===== config.mk =====
export PLATFORM = sky130hd
export DESIGN_NAME = dmwbc_ram
export DESIGN_NICKNAME = d
export VERILOG_FILES = /design/src/dmwbc_ram.sv
export SDC_FILE = /design/constraint.sdc
export NUM_CORES = 2
export LEC_CHECK = 0
export BUFFER_PORTS_ARGS = -buffer_cell sky130_fd_sc_hd__buf_2
export CORE_ASPECT_RATIO = 1.5
export CORE_MARGIN = 3
export CORE_UTILIZATION = 57
export CTS_BUF_LIST = sky130_fd_sc_hd__clkbuf_8 sky130_fd_sc_hd__clkbuf_16
export DETAILED_ROUTE_END_ITERATION = 6
export PLACE_DENSITY = 0.73
export SLEW_MARGIN = 20
export SYNTH_ARGS = -nofsm -noshare
export SYNTH_HDL_FRONTEND = slang
export SYNTH_SLANG_ARGS = --single-unit

===== constraint.sdc =====
create_clock -name clock -period 4.3 [get_ports clock]
set_clock_uncertainty 0.2 [all_clocks]
set_input_delay 0.86 -clock clock [delete_from_list [all_inputs] [get_ports clock]]
set_output_delay 0.86 -clock clock [all_outputs]
set_load 0.005 [all_outputs]

===== src/dmwbc_ram.sv =====
// ----------------------------------------------------------------------------
// dmwbc_ram
// Single-port RAM, one read or write address per cycle, registered read data.
// ----------------------------------------------------------------------------
module dmwbc_ram #(
   parameter int WIDTH  = 8,
   parameter int DEPTH  = 256,
   parameter int ADDR_W = $clog2(DEPTH)
) (
   input  logic              clock,
   input  logic              we,
   input  logic [ADDR_W-1:0] addr,
   input  logic [WIDTH-1:0]  wdata,
   output logic [WIDTH-1:0]  rdata
);

   logic [WIDTH-1:0] mem_ff [DEPTH];
   logic [WIDTH-1:0] rdata_ff;

   always_ff @(posedge clock) begin
      if (we) begin
         mem_ff[addr] <= wdata;
      end
      rdata_ff <= mem_ff[addr];
   end

   assign rdata = rdata_ff;

endmodule


* After elaboration in Yosys (flattened, before gate mapping)
Memory sizes are Yosys's and may differ from the RTL's. A register that Yosys moved wholly into a read port is not among the register bits. Cells that the tools add are included.
Operators by class: bitwise logic cells 0, $lt $le $gt $ge 0, multipliers 0, equal/unequal tests 0, add/subtract/negate cells 0, muxes and demuxes 2, shifts and indexed selects 0, div/mod/pow operators 0, reduce and logical (&&, ||, !) cells 0
Operator list (count):
- two-way mux 1 bit | 2
Storage, ports and cells: logic and storage cells 3, memories 1, bits in latches 0, bits in writable memories 2048, flip-flop bits (word level) 0, memory bits (read-only) 0
Memories:
- mem_ff | words 256, bits a word 8, read ports 1, clocked after memory_dff 1, write ports 1, line 17 | logic [WIDTH-1:0] mem_ff [DEPTH];

* Longest topological paths before layout
word-level depth 2, gate-level depth with buffers 10

* Least setup slack after synthesis
OpenSTA, ideal clock, no wires.
path type input-to-reg, start point input port addr[1], end point memory mem_ff[111][0] (enable), library setup time 370 ps, cell stages on the path 9, setup slack 1021 ps, data arrival time 2709 ps, required time 3730 ps, cells stage by stage buf_2 > clkbuf_1 > clkbuf_1 > nand2_1 > buf_2 > nor2_1 > nand2_1 > clkbuf_1 > nor2_1
RTL lines:
- from (decl) | line 12 | input logic [ADDR_W-1:0] addr,
- to (decl) | line 17
No word-level cell before the write port.

==> results.tsv <==
stage	metric	value	unit
outcome	outcome	finished clean	
timing	Setup violations, final	0	
hold_path	min-delay src	wdata[0]	
clocking	Resized Gates After CTS	0	
global_routing	global-route met3 utilization	4.80	%
power	PD cells	449	nW/µm²
global_routing	via count of the first global-routing pass	40000	
layout	non-filler instance count after layout	5851	
synthesis	largest cells by area after synthesis	sky130_fd_sc_hd__edfxtp_1 78%, sky130_fd_sc_hd__mux4_2 15%, sky130_fd_sc_hd__a22oi_1 2.4%	
setup_path	largest driver fanout on the critical path	30	
setup_path	worst r2r path cells	5	
floorplanning	initial cell density of the core	57.4	%
layout	area of all sequential standard cells	61700	µm²
synthesis	dominant cell type by area after synthesis	sky130_fd_sc_hd__edfxtp_1	
drt	iteration-0 DRC count of the detailed router	4802	
placement	placed wire-length estimate after detailed placement	118	mm
clocking	setup repair bufs after CTS	0	
floorplanning	total number of placement rows	166	
layout	fraction of layout cells with a size suffix above 1	30.2	%
timing	Max Transition Viols Final	0	
placement	# port buffers	25	
clocking	sinks on the clock net	2056	
power	post-layout total power	40.2	mW
global_routing	initial antenna violation count	6	
timing	maximum frequency from static timing analysis	269	MHz
clocking	CTS root buf	sky130_fd_sc_hd__clkbuf_16	
timing	Tightest Pin Transition	1.12	ns
drt	Vias/cell	6.61	
synthesis	number of distinct library cells after synthesis	22	
timing	final setup margin	0.580	ns
floorplanning	Die Width	309	µm
setup_path	Crit path required time	4.71	ns
placement	final RePlAce weighted congestion	0.852	
setup_path	crit path launch type	input port	
synthesis	Post-Synthesis Net Count	3565	
floorplanning	top-level I/O count	26	
drt	total via count after detailed routing	38700	
synthesis	mean post-synth cell area	22.1	µm²
global_routing	grt total ovfl	0	
global_routing	global-route wire length before repair	277	mm
global_routing	met1 track demand over resource	34.5	%
clocking	buffer levels on the longest clock path	3	
layout	count of filler cells inserted in the layout	8493	
synthesis	count of flip-flops with a built-in enable after synthesis	2048	
synthesis	flops & latches, synth	2056	
clocking	cts-stage hold buffer count	0	
clocking	CTS clock-pin slew for the worst setup and hold paths	0.07	ns
global_routing	total global-route track usage	27.1	%
power	leakage component of the power	28.1	nW
setup_path	type of element capturing the critical path	flip-flop	
setup_path	Arrival @ worst endpoint	4.13	ns
floorplanning	die area	142000	µm²
synthesis	area share of the largest cell type after synthesis	78.3	%
floorplanning	placeable core region	137000	µm²
synthesis	top cells by instance count after synthesis	2,048 x sky130_fd_sc_hd__edfxtp_1, 512 x sky130_fd_sc_hd__mux4_2, 256 x sky130_fd_sc_hd__a22oi_1, 232 x sky130_fd_sc_hd__nor2_1, 145 x sky130_fd_sc_hd__clkbuf_1	
clocking	Inserted Clock Buffers	175	
synthesis	most used flip-flop cell after synthesis	sky130_fd_sc_hd__edfxtp_1	
setup_path	Worst Setup Path Type	in -> reg	
drt	routed wirelength normalized by instance count	32.1	µm
hold_path	number of stages on the worst hold path	1	
global_routing	global-route met2 utilization	45.5	%
placement	dpl cells	5529	
setup_path	startpoint of the worst-slack reg-to-reg timing path	mem_ff[251][5]	
clocking	clock tree from TritonCTS	built	
global_routing	largest net degree at the start of global routing	139	
drt	total length of routed wires	188	mm
clocking	clock latency on the worst-skew pair	0.79	ns
placement	pre-CTS worst setup slack	-0.157	ns
synthesis	Synth async-reset ratio	0	%
floorplanning	height of the die	460	µm
synthesis	post-synthesis sequential area ratio	78.6	%
drt	remaining routing DRC violations	0	
power	Peak supply drop	395	µV
drt	number of routed nets with antenna violations	0	
synthesis	Post-Synthesis Cell Area	78500	µm²
job	max-cap violation count	0	
synthesis	most used standard cell by instance count after synthesis	sky130_fd_sc_hd__edfxtp_1	
layout	Net count, final	3960	
clocking	H-tree depth	4	
timing	post-route clock period utilization	86.5	%
setup_path	worst reg2reg setup slack	1.28	ns
hold_path	Hold Path End	mem_ff[78][0]	
hold_path	type of the most critical hold path	in -> reg	
timing	unrepaired setup endpoints after global routing	false	
timing	headroom to the max-slew limit	24.4	%
synthesis	number of instances in the synthesized netlist	3547	
layout	area of the multi-input gates	15800	µm²
drt	Detailed Routing Iterations Pass 1	6	
timing	post-layout minimum cycle time	3.72	ns
timing	final hold violation count	0	
layout	synthesis-to-finish area growth	14.1	%
synthesis	Yosys warning count	0	
setup_path	Crit Reg-Reg Endpoint	rdata[5]	
global_routing	GRT busiest layer	met2	
## registers in the layout, indices dropped and copies added, names as in the netlist
| signal | flops |
|---|---|
| mem_ff | 2048 |
| rdata | 8 |
## worst max-delay path by stage
stage,slack (ns),startpoint,cells past startpoint,end
4_1_cts,0.70,addr[0],9,rdata[3]
6_report,0.58,addr[0],8,rdata[5]
3_5_place_dp,-0.16,addr[0],9,rdata[3]
2_1_floorplan,1.02,addr[1],9,mem_ff[111][0]
5_1_grt,0.47,addr[0],8,rdata[5]
3_3_place_gp,-0.72,addr[0],8,rdata[1]
## cells by family after synthesis
group           after synthesis  synth area share (%)
flops                      2056                  78.6
mux                         512                  14.7
compound gates              416                  3.62
simple gates                330                  1.73
buf+inv                     233                  1.40
## layout make-up
| cell class | instances | share of cell area (%) |
|---|---|---|
| Inverter | 1 | 0.00419 |
| Sequential cell | 2056 | 68.8 |
| Tap cell | 1764 | 2.46 |
| Multi-Input combinational cell | 1258 | 17.6 |
| Clock buffer | 185 | 5.14 |
| Clock inverter | 134 | 1.41 |
| Timing Repair Buffer | 450 | 4.50 |
| Antenna cell | 3 | 0.00838 |
## worst max-delay path: stages
cell and delay, ns:
sky130_fd_sc_hd__buf_8 0.40, sky130_fd_sc_hd__buf_12 0.31, sky130_fd_sc_hd__buf_12 0.18, sky130_fd_sc_hd__mux4_2 0.49
sky130_fd_sc_hd__a22oi_1 0.35, sky130_fd_sc_hd__a21oi_1 0.23, sky130_fd_sc_hd__o41ai_1 1.04, sky130_fd_sc_hd__nand4_1 0.20
## through the flow
stage                     setup TNS, ns  cell area, µm²  util, %  hold WS, ns
after floorplan                       0           78500        -        0.619
after global placement            -2.14           83700     61.2        0.709
after detailed placement         -0.270           83700     61.2        0.729
after CTS                             0           89600     65.5        0.353
after global routing                  0           89600     65.5        0.392
final                                 0           89600     65.5        0.403
## layout by cell type (no fill, tap or decap), drive strengths merged, types with 24 or more instances in the layout
cell    instances
inv            36
a22oi         256
nor2          232
buf           442
clkinv         65
a21oi         128
o41ai          32
bufinv         24
edfxtp       2048
nor3           30
mux4          512
clkbuf        193
nand2          28
## per-layer routing
metal  wire length (µm)  up-vias
li1                   -    15800
met1              65700    20400
met2              97300     2015
met3              14600      454
met4              10300        6
met5                 41        -
## power by group
group | leakage, nW | internal [mW] | total [mW] | switching (mW)
logic | 6.67 | 0.732 | 1.95 | 1.22
clock network | 2.98 | 9.18 | 16.1 | 6.94
registers | 18.5 | 22.1 | 22.1 | 0.0306
Power figures use the tool's default switching activity.
