<file path="src/dmwbc_pkg.sv">
// ----------------------------------------------------------------------------
// dmwbc_pkg
// Shared types and constants for the direct-mapped write-back cache.
// ----------------------------------------------------------------------------
package dmwbc_pkg;

   localparam int ADDR_W = 16;
   localparam int DATA_W = 8;

   localparam logic KIND_READ  = 1'b0;
   localparam logic KIND_WRITE = 1'b1;

   typedef enum logic [2:0] {
      ST_CLEAR,
      ST_IDLE,
      ST_LOOKUP,
      ST_WB,
      ST_FILL,
      ST_ACCESS,
      ST_DONE
   } state_type;

   typedef struct packed {
      state_type state;
      logic      cache_we;
      logic      mem_we;
      logic      load_rsp;
   } ctl_type;

endpackage

</file>
<file path="src/dmwbc_seq.sv">
// ----------------------------------------------------------------------------
// dmwbc_seq
// Access sequencer: tag lookup, byte-serial write-back and fill through one
// stepping byte counter, final byte access, and the post-reset clearing pass.
// ----------------------------------------------------------------------------
module dmwbc_seq
   import dmwbc_pkg::*;
#(
   parameter int LINE_BYTES   = 8,
   parameter int LINE_COUNT   = 32,
   parameter int MEMORY_BYTES = 65536,
   parameter int OFF_W        = $clog2(LINE_BYTES),
   parameter int LINE_W       = $clog2(LINE_COUNT),
   parameter int CA_W         = OFF_W + LINE_W,
   parameter int MEM_W        = $clog2(MEMORY_BYTES)
) (
   input  logic              clock,
   input  logic              reset,
   input  logic              req_valid,
   output logic              req_ready,
   input  logic              req_kind,
   input  logic [ADDR_W-1:0] req_address,
   input  logic [DATA_W-1:0] req_wdata,
   input  logic              out_free,
   input  logic [DATA_W-1:0] cache_rdata,
   input  logic [DATA_W-1:0] mem_rdata,
   output ctl_type           ctl,
   output logic [CA_W-1:0]   cache_addr,
   output logic [DATA_W-1:0] cache_wdata,
   output logic [MEM_W-1:0]  main_addr,
   output logic [DATA_W-1:0] mem_wdata,
   output logic              rd_hit,
   output logic              rd_dirty
);

   localparam int TAG_BITS  = ADDR_W - OFF_W - LINE_W;
   localparam int TAG_W     = (TAG_BITS > 0) ? TAG_BITS : 1;
   localparam int CACHE_SZ  = LINE_COUNT * LINE_BYTES;
   localparam int CLR_DEPTH = (MEMORY_BYTES > CACHE_SZ) ? MEMORY_BYTES : CACHE_SZ;
   localparam int CLR_W     = $clog2(CLR_DEPTH);
   localparam int FULL_W    = TAG_W + LINE_W + OFF_W;
   localparam int WIDE_W    = (FULL_W > MEM_W) ? FULL_W : MEM_W;

   state_type          state_ff, state_in;
   logic [CLR_W-1:0]   cnt_ff, cnt_in;
   logic               kind_ff;
   logic [TAG_W-1:0]   tag_ff;
   logic [LINE_W-1:0]  line_ff;
   logic [OFF_W-1:0]   off_ff;
   logic [DATA_W-1:0]  wdata_ff;
   logic [TAG_W-1:0]   old_tag_ff;
   logic               hit_ff;
   logic               was_dirty_ff;
   logic [TAG_W-1:0]   tags_ff [LINE_COUNT];
   logic [LINE_COUNT-1:0] dirty_ff;

   logic [ADDR_W-1:0]  addr_sh;
   logic               hit_now;
   logic               dirty_now;
   logic               clr_end;
   logic               xfer_end;
   logic [OFF_W-1:0]   cnt_off;
   logic [OFF_W-1:0]   cnt_off_m1;
   logic [WIDE_W-1:0]  wb_wide;
   logic [WIDE_W-1:0]  fill_wide;
   logic               fill_done;
   logic               mark_dirty;
   logic               accept;

   assign addr_sh    = req_address >> (OFF_W + LINE_W);
   assign hit_now    = (tags_ff[line_ff] == tag_ff);
   assign dirty_now  = dirty_ff[line_ff];
   assign clr_end    = (cnt_ff == CLR_W'(CLR_DEPTH - 1));
   assign xfer_end   = (cnt_ff == CLR_W'(LINE_BYTES));
   assign cnt_off    = cnt_ff[OFF_W-1:0];
   assign cnt_off_m1 = cnt_off - OFF_W'(1);
   assign wb_wide    = WIDE_W'({old_tag_ff, line_ff, cnt_off_m1});
   assign fill_wide  = WIDE_W'({tag_ff, line_ff, cnt_off});
   assign accept     = req_valid && req_ready;
   assign fill_done  = (state_ff == ST_FILL) && xfer_end;
   assign mark_dirty = (state_ff == ST_ACCESS) && (kind_ff == KIND_WRITE);

   always_comb begin
      state_in = state_ff;
      unique case (state_ff)
         ST_CLEAR:  if (clr_end) state_in = ST_IDLE;
         ST_IDLE:   if (req_valid) state_in = ST_LOOKUP;
         ST_LOOKUP: begin
            if (hit_now) state_in = ST_ACCESS;
            else if (dirty_now) state_in = ST_WB;
            else state_in = ST_FILL;
         end
         ST_WB:     if (xfer_end) state_in = ST_FILL;
         ST_FILL:   if (xfer_end) state_in = ST_ACCESS;
         ST_ACCESS: begin
            if (kind_ff == KIND_WRITE) state_in = ST_IDLE;
            else state_in = ST_DONE;
         end
         ST_DONE:   if (out_free) state_in = ST_IDLE;
         default:   state_in = ST_IDLE;
      endcase
   end

   always_comb begin
      cnt_in = '0;
      case (state_ff)
         ST_CLEAR: cnt_in = cnt_ff + CLR_W'(1);
         ST_WB:    cnt_in = xfer_end ? '0 : cnt_ff + CLR_W'(1);
         ST_FILL:  cnt_in = cnt_ff + CLR_W'(1);
         default:  cnt_in = '0;
      endcase
   end

   always_comb begin
      req_ready    = 1'b0;
      ctl.state    = state_ff;
      ctl.cache_we = 1'b0;
      ctl.mem_we   = 1'b0;
      ctl.load_rsp = 1'b0;
      cache_addr   = {line_ff, off_ff};
      cache_wdata  = wdata_ff;
      main_addr    = fill_wide[MEM_W-1:0];
      mem_wdata    = cache_rdata;
      unique case (state_ff)
         ST_CLEAR: begin
            ctl.cache_we = 1'b1;
            ctl.mem_we   = 1'b1;
            cache_addr   = cnt_ff[CA_W-1:0];
            cache_wdata  = '0;
            main_addr    = cnt_ff[MEM_W-1:0];
            mem_wdata    = '0;
         end
         ST_IDLE:   req_ready = 1'b1;
         ST_LOOKUP: ;
         ST_WB: begin
            cache_addr = {line_ff, cnt_off};
            main_addr  = wb_wide[MEM_W-1:0];
            ctl.mem_we = (cnt_ff != '0);
         end
         ST_FILL: begin
            cache_addr   = {line_ff, cnt_off_m1};
            cache_wdata  = mem_rdata;
            ctl.cache_we = (cnt_ff != '0);
         end
         ST_ACCESS: ctl.cache_we = (kind_ff == KIND_WRITE);
         ST_DONE:   ctl.load_rsp = out_free;
         default: ;
      endcase
   end

   always_ff @(posedge clock) begin
      if (reset) begin
         state_ff <= ST_CLEAR;
         cnt_ff   <= '0;
         dirty_ff <= '0;
         for (int i = 0; i < LINE_COUNT; i++) begin
            tags_ff[i] <= '0;
         end
      end else begin
         state_ff <= state_in;
         cnt_ff   <= cnt_in;
         if (fill_done) begin
            tags_ff[line_ff]  <= tag_ff;
            dirty_ff[line_ff] <= 1'b0;
         end
         if (mark_dirty) begin
            dirty_ff[line_ff] <= 1'b1;
         end
      end
   end

   always_ff @(posedge clock) begin
      if (accept) begin
         kind_ff  <= req_kind;
         tag_ff   <= (TAG_BITS > 0) ? addr_sh[TAG_W-1:0] : '0;
         line_ff  <= req_address[OFF_W +: LINE_W];
         off_ff   <= req_address[OFF_W-1:0];
         wdata_ff <= req_wdata;
      end
      if (state_ff == ST_LOOKUP) begin
         hit_ff       <= hit_now;
         was_dirty_ff <= dirty_now;
         old_tag_ff   <= tags_ff[line_ff];
      end
   end

   assign rd_hit   = hit_ff;
   assign rd_dirty = was_dirty_ff;

endmodule

</file>
<file path="config.mk">
export PLATFORM = sky130hd
export DESIGN_NAME = dmwbc_seq
export DESIGN_NICKNAME = d
export VERILOG_FILES = /design/src/dmwbc_pkg.sv /design/src/dmwbc_seq.sv
export SDC_FILE = /design/constraint.sdc
export NUM_CORES = 1
export LEC_CHECK = 0
export BUFFER_PORTS_ARGS = -buffer_cell sky130_fd_sc_hd__buf_2
export CORE_UTILIZATION = 30
export CTS_BUF_LIST = sky130_fd_sc_hd__clkbuf_4
export CTS_CLUSTER_SIZE = 16
export DETAILED_ROUTE_END_ITERATION = 10
export PLACE_DENSITY = 0.5
export REMOVE_ABC_BUFFERS = 1
export SKIP_LAST_GASP = 1
export SYNTH_ARGS = -nofsm -noshare
export SYNTH_HDL_FRONTEND = slang
export SYNTH_SLANG_ARGS = --single-unit
</file>
<file path="constraint.sdc">
create_clock -name clock -period 2.8 [get_ports clock]
set_input_delay 0.14 -clock clock [delete_from_list [all_inputs] [get_ports clock]]
set_output_delay 0.14 -clock clock [all_outputs]
set_load 0.005 [all_outputs]
</file>
# After elaboration in Yosys (flattened, before gate mapping)
# Memories as Yosys holds them, arrays and structs flattened. A register that Yosys moved wholly into a read port is not among the register bits.
# Index checks and enable logic that the tools add are counted.
# W data, S select, Z words.
[totals] register_bits=86 ram_bits=256 inputBits=45 wordCells=77 mem_count=1
[classes] add_sub_neg=2 n_lt_le_gt_ge=2 eq_ne=14 muxes=35 bitwise=3 n_reduce_logical=9
[mem_list] memory="tags_ff" words=32 word_bits=8 rd=1 rd_ports_with_merged_regs=1 write_ports=32 line="dmwbc_seq.sv:54" text="logic [TAG_W-1:0] tags_ff [LINE_COUNT];"
[op_table] op="$mux W32" count=3
[op_table] op="$pmux W16 S2" count=2
[op_table] op="$and A32 B32 Y32" count=1
[op_table] op="$not A32 Y32" count=1
[op_table] op="$or A32 B32 Y32" count=1
[op_table] op="$mux W3" count=8
[op_table] op="$pmux W8 S3" count=1
[op_table] op="$pmux W3 S7" count=1
[op_table] op="$add A16 B1 Y16 const B" count=1
[op_table] op="$eq A16 B16 Y1 const B" count=1
[op_table] op="$eq A16 B4 Y1 const B" count=1
[op_table] op="$mux W16" count=1
[op_table] op="$mux W8" count=2
[op_table] op="$pmux W8 S2" count=1
[op_table] op="$reduce_bool A16 Y1" count=1
[op_table] op="$mux W1" count=10
[op_table] op="$mux W5" count=2
[op_table] op="$ne A2 B2 Y1 const B" count=5
[op_table] op="$eq A3 B3 Y1 const B" count=3
[op_table] op="$eq A8 B8 Y1" count=1
[op_table] op="$reduce_or A8 Y1" count=1
[op_table] op="$eq A3 B2 Y1 const B" count=2
[op_table] op="$lt A5 B6 Y1 const B" count=1
[op_table] op="$bmux W1 S5" count=1
[op_table] op="other kinds (10)" count=13

# Longest topological paths before layout
# Gate-level depths: netlist of the first run.
[logic_depth] word_depth=10 mapped_depth=12 mapped_depth_nobuf=10

# Worst setup path before layout of the first run
# Ideal clock, no wire load.
[synth_path] path_type="reg2reg" start="register cnt_ff[0]" end="memory tags_ff[30][0] in the netlist's numbering (enable)" t_arrival_ps=2230 required_ps=2413 path_slack_ps=184 path_stages_with_launch=10 n_path_buf=1 synth_period_minus_slack_ps=2616 path_cell_list="dfxtp_1 > inv_1 > ha_1 > nor4b_1 > nand4_1 > nor2_1 > and3_1 > buf_2 > nand2_1 > o21ai_0"
[synth_lines] item="start: declaration" line="dmwbc_seq.sv:45" text="logic [CLR_W-1:0] cnt_ff, cnt_in;"
[synth_lines] item="start signal: assignment" line="dmwbc_seq.sv:161" text="cnt_ff <= cnt_in;"
[synth_lines] item="end: declaration" line="dmwbc_seq.sv:54"

==> results.sh, run 1 <==
export IMPL_status="finished with violations"
export IMPL_violations="setup timing"
export IMPL_cts_buffers=97
export IMPL_p_per_area_nw_per_um2=646
export IMPL_worst_path_max_delay_cell="dfxtp_4"
export IMPL_fp_dieH_um=237
export IMPL_setup_viol=1
export IMPL_core_um2=54100
export IMPL_cp_required_ns=3.46
export IMPL_gp_congestion=0.871
export IMPL_path_buf_inv=3
export IMPL_p_leak_nw=8.30
export IMPL_post_place_ws_ns=-0.348
export IMPL_max_freq_ghz=0.353
export IMPL_skew_ns=0.0438
export IMPL_fin_crit_sh=1.01
export IMPL_critPathMaxStageDelay_ns=0.49
export IMPL_worst_pin_slew_ns=0.973
export IMPL_die_w_um=237
export IMPL_synth_cell_types=67
export IMPL_synthArstFlopShare=0
export IMPL_worstSetupPathType="flop to flop"
export IMPL_worst_path_most_repeated_cell="buf_12"
export IMPL_dpl_hpwl_um=35800
export IMPL_antenna_found_initial=2
export IMPL_drt_pre_antenna_iters=5
export IMPL_drt_iter0_markers=1132
export IMPL_ioPinCount=94
export IMPL_layout_drive_gt1_share=0.300
export IMPL_start_util=0.305
export IMPL_routed_wl_um=53300
export IMPL_worstReg2RegEnd="state_ff[1]$_SDFFE_PP0P_"
export IMPL_ys_flop_type="edfxtp_1"
export IMPL_yosysTopAreaCellShare=0.529
export IMPL_setup_tns_ns=-0.0350
export IMPL_ctsLongestPathBuffers=3
export IMPL_critical_path_max_fanout=9
export IMPL_synthCells=1325
export IMPL_critPathLaunchType="flop"
export IMPL_rrSetupSlack_ns=-0.04
export IMPL_min_path_type="input pin to flop"
export IMPL_rsz0062_at_grt="true"
export IMPL_fill_cells=5178
export IMPL_whs_ns=0.0822
export IMPL_worstHoldStart="req_address[10]"
export IMPL_min_to="tag_ff[2]$_DFFE_PP_"
export IMPL_avgViaCountPerCell=5.04
export IMPL_io_buffers=93
export IMPL_fin_util=0.380
export IMPL_cp_cell_sequence="buf_12 -> buf_12 -> mux4_2 -> mux2_2 -> nand2_1 -> nand4_1 -> xor2_1 -> nor2_2 -> nand4_2 -> inv_2 -> o32ai_2"
export IMPL_grt_max_degree=65
export IMPL_ir_drop_mv=0.216
export IMPL_grt_pass1_vias=12100
export IMPL_total_power_mw=13.3
export IMPL_worst_setup_path_end_kind="flop"
export IMPL_critical_path_arrival_ns=3.49
export IMPL_overflow=0
export IMPL_rows=85
export IMPL_nNetsFinal=1669
export IMPL_cts_sinks=347
export IMPL_cts_clk_slew_worst_paths_ns=0.06
export IMPL_vias=12100
export IMPL_area_growth_pct=24.3
export IMPL_finalInstanceArea_um2=20500
export IMPL_cap_viol_max_count=0
export IMPL_clock_latency_ns=0.81
export IMPL_synthTopCellsByArea="edfxtp_1 53%, dfxtp_1 6.8%, mux4_2 6.5%, and2_1 6.2%, and3_1 3.9%"
export IMPL_multiInputGateArea_um2=6150
export IMPL_period_minus_slack_ns=2.84
export IMPL_ys_seq_area_frac=0.597
export IMPL_relSlewSlack=0.351
export IMPL_ff_latch_area_um2=9870
export IMPL_grt_pass1_wl_um=78400
export IMPL_instances_no_fill=2394
export IMPL_ys_warnings_count=0
export IMPL_dpl_instance_area_um2=18600
export IMPL_maxSlewViolCount=0
export IMPL_grt_usage=0.189
export IMPL_finalWorstSetupSlack_ns=-0.0350
export IMPL_hold_viol=0
export IMPL_syn_area_um2=16500
export IMPL_placed_cells=2158
export IMPL_yosysTopAreaCell="edfxtp_1"
export IMPL_cts_tree="done"
export IMPL_ys_ff_latch=347
export IMPL_synth_edff_count=291
export IMPL_route_detailed_drc=0
export IMPL_drt_wirelength_per_cell_um=22.2
export IMPL_whs_path_depth=2
export IMPL_die_area_um2=56000
export IMPL_crit_family="simple AND/OR/NAND/NOR gates"
export IMPL_cts_htree_levels=3
export IMPL_root_buffer="clkbuf_4"
export IMPL_avgSynthCellArea_um2=12.5
export IMPL_antenna_left=0
export IMPL_worstRegToRegCells=11
timing repair:
item	4_1_cts	5_1_grt
setup endpoints to repair	63	219
buffers inserted	6	10
hold endpoints to repair	45	0
hold buffers	42	0
pin swaps	1	11
gates resized for setup	10	20
cloned	0	1
cells in the final DEF, fill, tap and decap left out, drive strengths merged, types with 13 or more instances in the layout:
| master | instances |
|---|---|
| dfxtp | 56 |
| o21ai | 47 |
| clkbuf | 146 |
| edfxtp | 291 |
| mux2 | 21 |
| and3 | 103 |
| clkinv | 24 |
| and2 | 163 |
| nand3 | 33 |
| xor2 | 13 |
| nand2 | 123 |
| a22oi | 26 |
| mux2i | 46 |
| buf | 248 |
| mux4 | 50 |
| nor2 | 68 |
| nor3 | 13 |
| o22ai | 14 |
| inv | 43 |
| nor2b | 20 |
| dlygate4sd3 | 42 |
final cells by class:
cell class	count	area share
Antenna cell	3	0.000365
Clock buffer	145	0.0530
Clock inverter	29	0.00700
Inverter	41	0.00749
Multi-Input combinational cell	842	0.299
Sequential cell	347	0.480
Tap cell	696	0.0424
Timing Repair Buffer	291	0.110
metal layers:
metal	track usage	up-vias	routed length, um
met1	0.256	6059	23500
met2	0.302	437	25300
met3	0.0335	78	3250
met5	0	-	0
li1	-	5498	-
met4	0.0724	0	1250
Yosys cell counts (3+ instances only):
master    count
a21oi_1      10
a22oi_1      26
a31oi_1       4
and2_1      163
and3_1      103
buf_2        11
buf_4         7
buf_6         6
clkbuf_1     67
dfxtp_1      56
edfxtp_1    291
ha_1          4
inv_1        39
mux2_2       21
mux2i_1      46
mux4_2       48
nand2_1     123
nand2b_1      7
nand3_1      32
nand3b_1      4
nand4_1       8
nor2_1       67
nor2b_1      20
nor3_1       13
nor3b_1       4
nor4_1        5
o21ai_0      41
o21ai_1       6
o22ai_1      14
o31ai_1       6
or2_2         3
xnor2_1      11
xor2_1       13
flip-flops by register name (all words and copies together) (netlist names), 3 cells and up, named ones only:
| register | cells |
|---|---|
| old_tag_ff | 8 |
| state_ff | 3 |
| tags_ff | 256 |
| wdata_ff | 8 |
| off_ff | 3 |
| line_ff | 5 |
| dirty_ff | 32 |
| cnt_ff | 16 |
| tag_ff | 8 |
power breakdown:
group	switching, mW	internal [mW]
clock network	2.21	2.45
registers	0.175	5.80
logic	1.47	1.17
total	3.86	9.41
cell families (layout without fill, tap and decap cells):
family,Yosys count,count (layout),share of synthesized area
fa+ha+maj,4,4,0.00303
xor+xnor,24,24,0.0127
other cells,0,3,0
simple gates,568,568,0.187
flops,347,347,0.597
compound gates,129,129,0.0519
buf+inv,136,506,0.0381
mux,117,117,0.111
worst max path at each step:
stage / from / end / depth (start not counted)
floorplan: flop / state_ff[1]$_SDFFE_PP0P_ / 8
global placement: flop / state_ff[1]$_SDFFE_PP0P_ / 10
detailed placement: flop / state_ff[1]$_SDFFE_PP0P_ / 10
CTS: flop / state_ff[1]$_SDFFE_PP0P_ / 11
global route: flop / state_ff[1]$_SDFFE_PP0P_ / 11
finish: flop / state_ff[1]$_SDFFE_PP0P_ / 11
Note: power is estimated with default switching activity, not from simulation.
==> run 2: changes to the inputs <==
--- a/config.mk
+++ b/config.mk
@@ -5,6 +5,7 @@
 export SDC_FILE = /design/constraint.sdc
 export NUM_CORES = 1
 export LEC_CHECK = 0
+export ABC_AREA = 1
 export BUFFER_PORTS_ARGS = -buffer_cell sky130_fd_sc_hd__buf_2
 export CORE_UTILIZATION = 30
 export CTS_BUF_LIST = sky130_fd_sc_hd__clkbuf_4
==> run 2 against run 1 <==
  * The flow now finishes without violations
  * Power shrank 9.3%
  * Sequential cell count did not move
  * Wire length is 6.8% lower
  * Register-to-register slack better by 0.25 ns
  * First-iteration DRC count fell by 31%
  * Clock skew grew 0.0022 ns
  * Area after synthesis is 2.3% lower
  * Critical path type is now flop to output port
  * Largest cell class unchanged
  * Largest power group unchanged
  * Highest routed layer is now met5
==> results.sh, run 2 <==
export IMPL_status="complete, no violations"
export IMPL_die_w_um=234
export IMPL_syn_area_um2=16200
export IMPL_maxSlewViolCount=0
export IMPL_dpl_hpwl_um=32600
export IMPL_cts_clk_slew_worst_paths_ns=0.06
export IMPL_synth_commonest_cells="412 x nand2_1, 337 x nor2_1, 291 x edfxtp_1, 256 x nand3_1, 113 x inv_1"
export IMPL_top_register="tags_ff"
export IMPL_ys_warnings_count=0
export IMPL_critical_path_max_fanout=11
export IMPL_p_per_area_nw_per_um2=619
export IMPL_rsz0062_at_grt="false"
export IMPL_io_buffers=93
export IMPL_ioPinCount=94
export IMPL_worstRegToRegCells=11
export IMPL_cts_sinks=347
export IMPL_ys_ff_latch=347
export IMPL_antenna_left=0
export IMPL_area_growth_pct=20.3
export IMPL_clock_latency_ns=0.78
export IMPL_die_area_um2=54800
export IMPL_post_place_ws_ns=0.209
export IMPL_relSlewSlack=0.387
export IMPL_cts_buffers=96
export IMPL_drt_iter0_markers=783
export IMPL_largest_register_ff_count=256
export IMPL_yosysTopAreaCellShare=0.541
export IMPL_reg_top3="tags_ff x256, dirty_ff x32, cnt_ff x16"
export IMPL_overflow=0
export IMPL_yosysTopAreaCell="edfxtp_1"
export IMPL_dr_max_layer_used="met5"
export IMPL_worst_setup_path_end_kind="output port"
export IMPL_routed_wl_um=49600
export IMPL_cap_viol_max_count=0
export IMPL_cts_htree_levels=3
export IMPL_gp_congestion=0.842
export IMPL_setup_viol=0
export IMPL_skew_ns=0.0459
export IMPL_finalWorstSetupSlack_ns=0.219
export IMPL_instances_no_fill=2745
export IMPL_avgViaCountPerCell=4.87
export IMPL_synth_cell_types=42
export IMPL_crit_family="buffers and inverters"
export IMPL_worst_path_most_repeated_cell="inv_1"
export IMPL_drt_wirelength_per_cell_um=18.1
export IMPL_drt_pre_antenna_iters=7
export IMPL_yosysMostFrequentCell="nand2_1"
export IMPL_path_buf_inv=4
export IMPL_cp_required_ns=2.66
export IMPL_placed_cells=2531
export IMPL_ys_seq_area_frac=0.610
export IMPL_cts_tree="done"
export IMPL_worst_path_max_delay_cell="dfxtp_1"
export IMPL_avgSynthCellArea_um2=9.09
export IMPL_synthArstFlopShare=0
export IMPL_antenna_found_initial=2
export IMPL_grt_max_degree=65
export IMPL_wl_met2_um=23200
export IMPL_max_freq_ghz=0.387
export IMPL_fin_crit_sh=0.922
export IMPL_synthTopCellsByArea="edfxtp_1 54%, nand2_1 9.6%, nand3_1 7.9%, nor2_1 7.8%, dfxtp_1 6.9%"
export IMPL_total_power_mw=12.0
export IMPL_ctsLongestPathBuffers=3
export IMPL_nNetsFinal=2024
export IMPL_root_buffer="clkbuf_4"
export IMPL_period_minus_slack_ns=2.58
export IMPL_core_um2=52900
export IMPL_p_leak_nw=7.86
export IMPL_cp_cell_sequence="inv_1 -> nor3_4 -> inv_1 -> nand2_4 -> inv_1 -> o221ai_1 -> buf_2"
export IMPL_wirelength_met1_um=21900
export IMPL_final_common_cell="nand2_1"
export IMPL_whs_path_depth=2
export IMPL_met3WireLength_um=3030
export IMPL_fin_util=0.368
export IMPL_hold_viol=0
export IMPL_worst_pin_slew_ns=0.915
export IMPL_final_cell_mix="408 x nand2_1, 335 x nor2_1, 291 x edfxtp_1"
export IMPL_ys_flop_type="edfxtp_1"
export IMPL_ir_drop_mv=0.282
export IMPL_grt_usage=0.183
export IMPL_rows=84
export IMPL_grt_pass1_wl_um=75100
export IMPL_vias=13400
export IMPL_critPathMaxStageDelay_ns=0.43
export IMPL_synthCells=1776
export IMPL_worstSetupPathType="flop to output port"
export IMPL_synth_edff_count=291
export IMPL_fp_dieH_um=234
export IMPL_critical_path_arrival_ns=2.44
export IMPL_finalInstanceArea_um2=19400
export IMPL_route_detailed_drc=0
export IMPL_min_path_type="input pin to flop"
export IMPL_layout_drive_gt1_share=0.184
export IMPL_critPathLaunchType="flop"
export IMPL_cp_num_cells=7
export IMPL_start_util=0.306
export IMPL_dpl_instance_area_um2=17700
export IMPL_grt_pass1_vias=13100
## run 2: per-layer routing
layer,vias up,global-route usage
li1,6436,-
met1,6402,0.240
met2,415,0.293
met3,105,0.0379
met4,2,0.0728
met5,-,0
## run 2: cells by family after synthesis
group,after synthesis,synth area share
fa+ha+maj,4,0.00310
compound gates,133,0.0520
xor+xnor,4,0.00217
buf+inv,241,0.0614
flops,347,0.610
simple gates,1047,0.271
## run 2: path summary, 6_finish.rpt
check | start | slack, ns | to
hold / removal | req_wdata[2] | 0.09 | wdata_ff[2]$_DFFE_PP_
setup / recovery | state_ff[0]$_SDFFE_PP0P_ | 0.22 | cache_addr[2]
setup reg to reg | cnt_ff[12]$_SDFF_PP0_ | 0.22 | tags_ff[2][3]$_SDFFCE_PN0P_
hold reg to reg | dirty_ff[22]$_SDFF_PP0_ | 0.47 | dirty_ff[22]$_SDFF_PP0_
## run 2: what timing repair did
item	CTS	global route
hold buffers	31	0
pin swaps	0	1
hold endpoints to repair	73	0
resized for setup	4	5
buffers inserted	0	3
setup endpoints to repair	12	34
## run 2: area by class of cell
class / count / area (um^2)
antenna: 1 / 2.50
clock buffer: 153 / 1150
clock inverter: 26 / 176
fill: 5408 / 33400
inverter: 140 / 528
multi-input combinational: 1188 / 5340
sequential: 347 / 9860
tap: 688 / 861
timing repair buffer: 202 / 1510
## run 2: metrics by stage
step	hold WS (ns)	TNS [ns]
detailed placement	0.318	0
floorplan	0.209	-24.85
CTS	0.00151	-0.000462
global route	0.0284	0
finish	0.0874	0
global placement	0.317	0
## run 2: where the power goes
part	internal (mW)	switching, mW
sequential	5.74	0.0684
combinational	0.417	0.902
clock	2.74	2.16
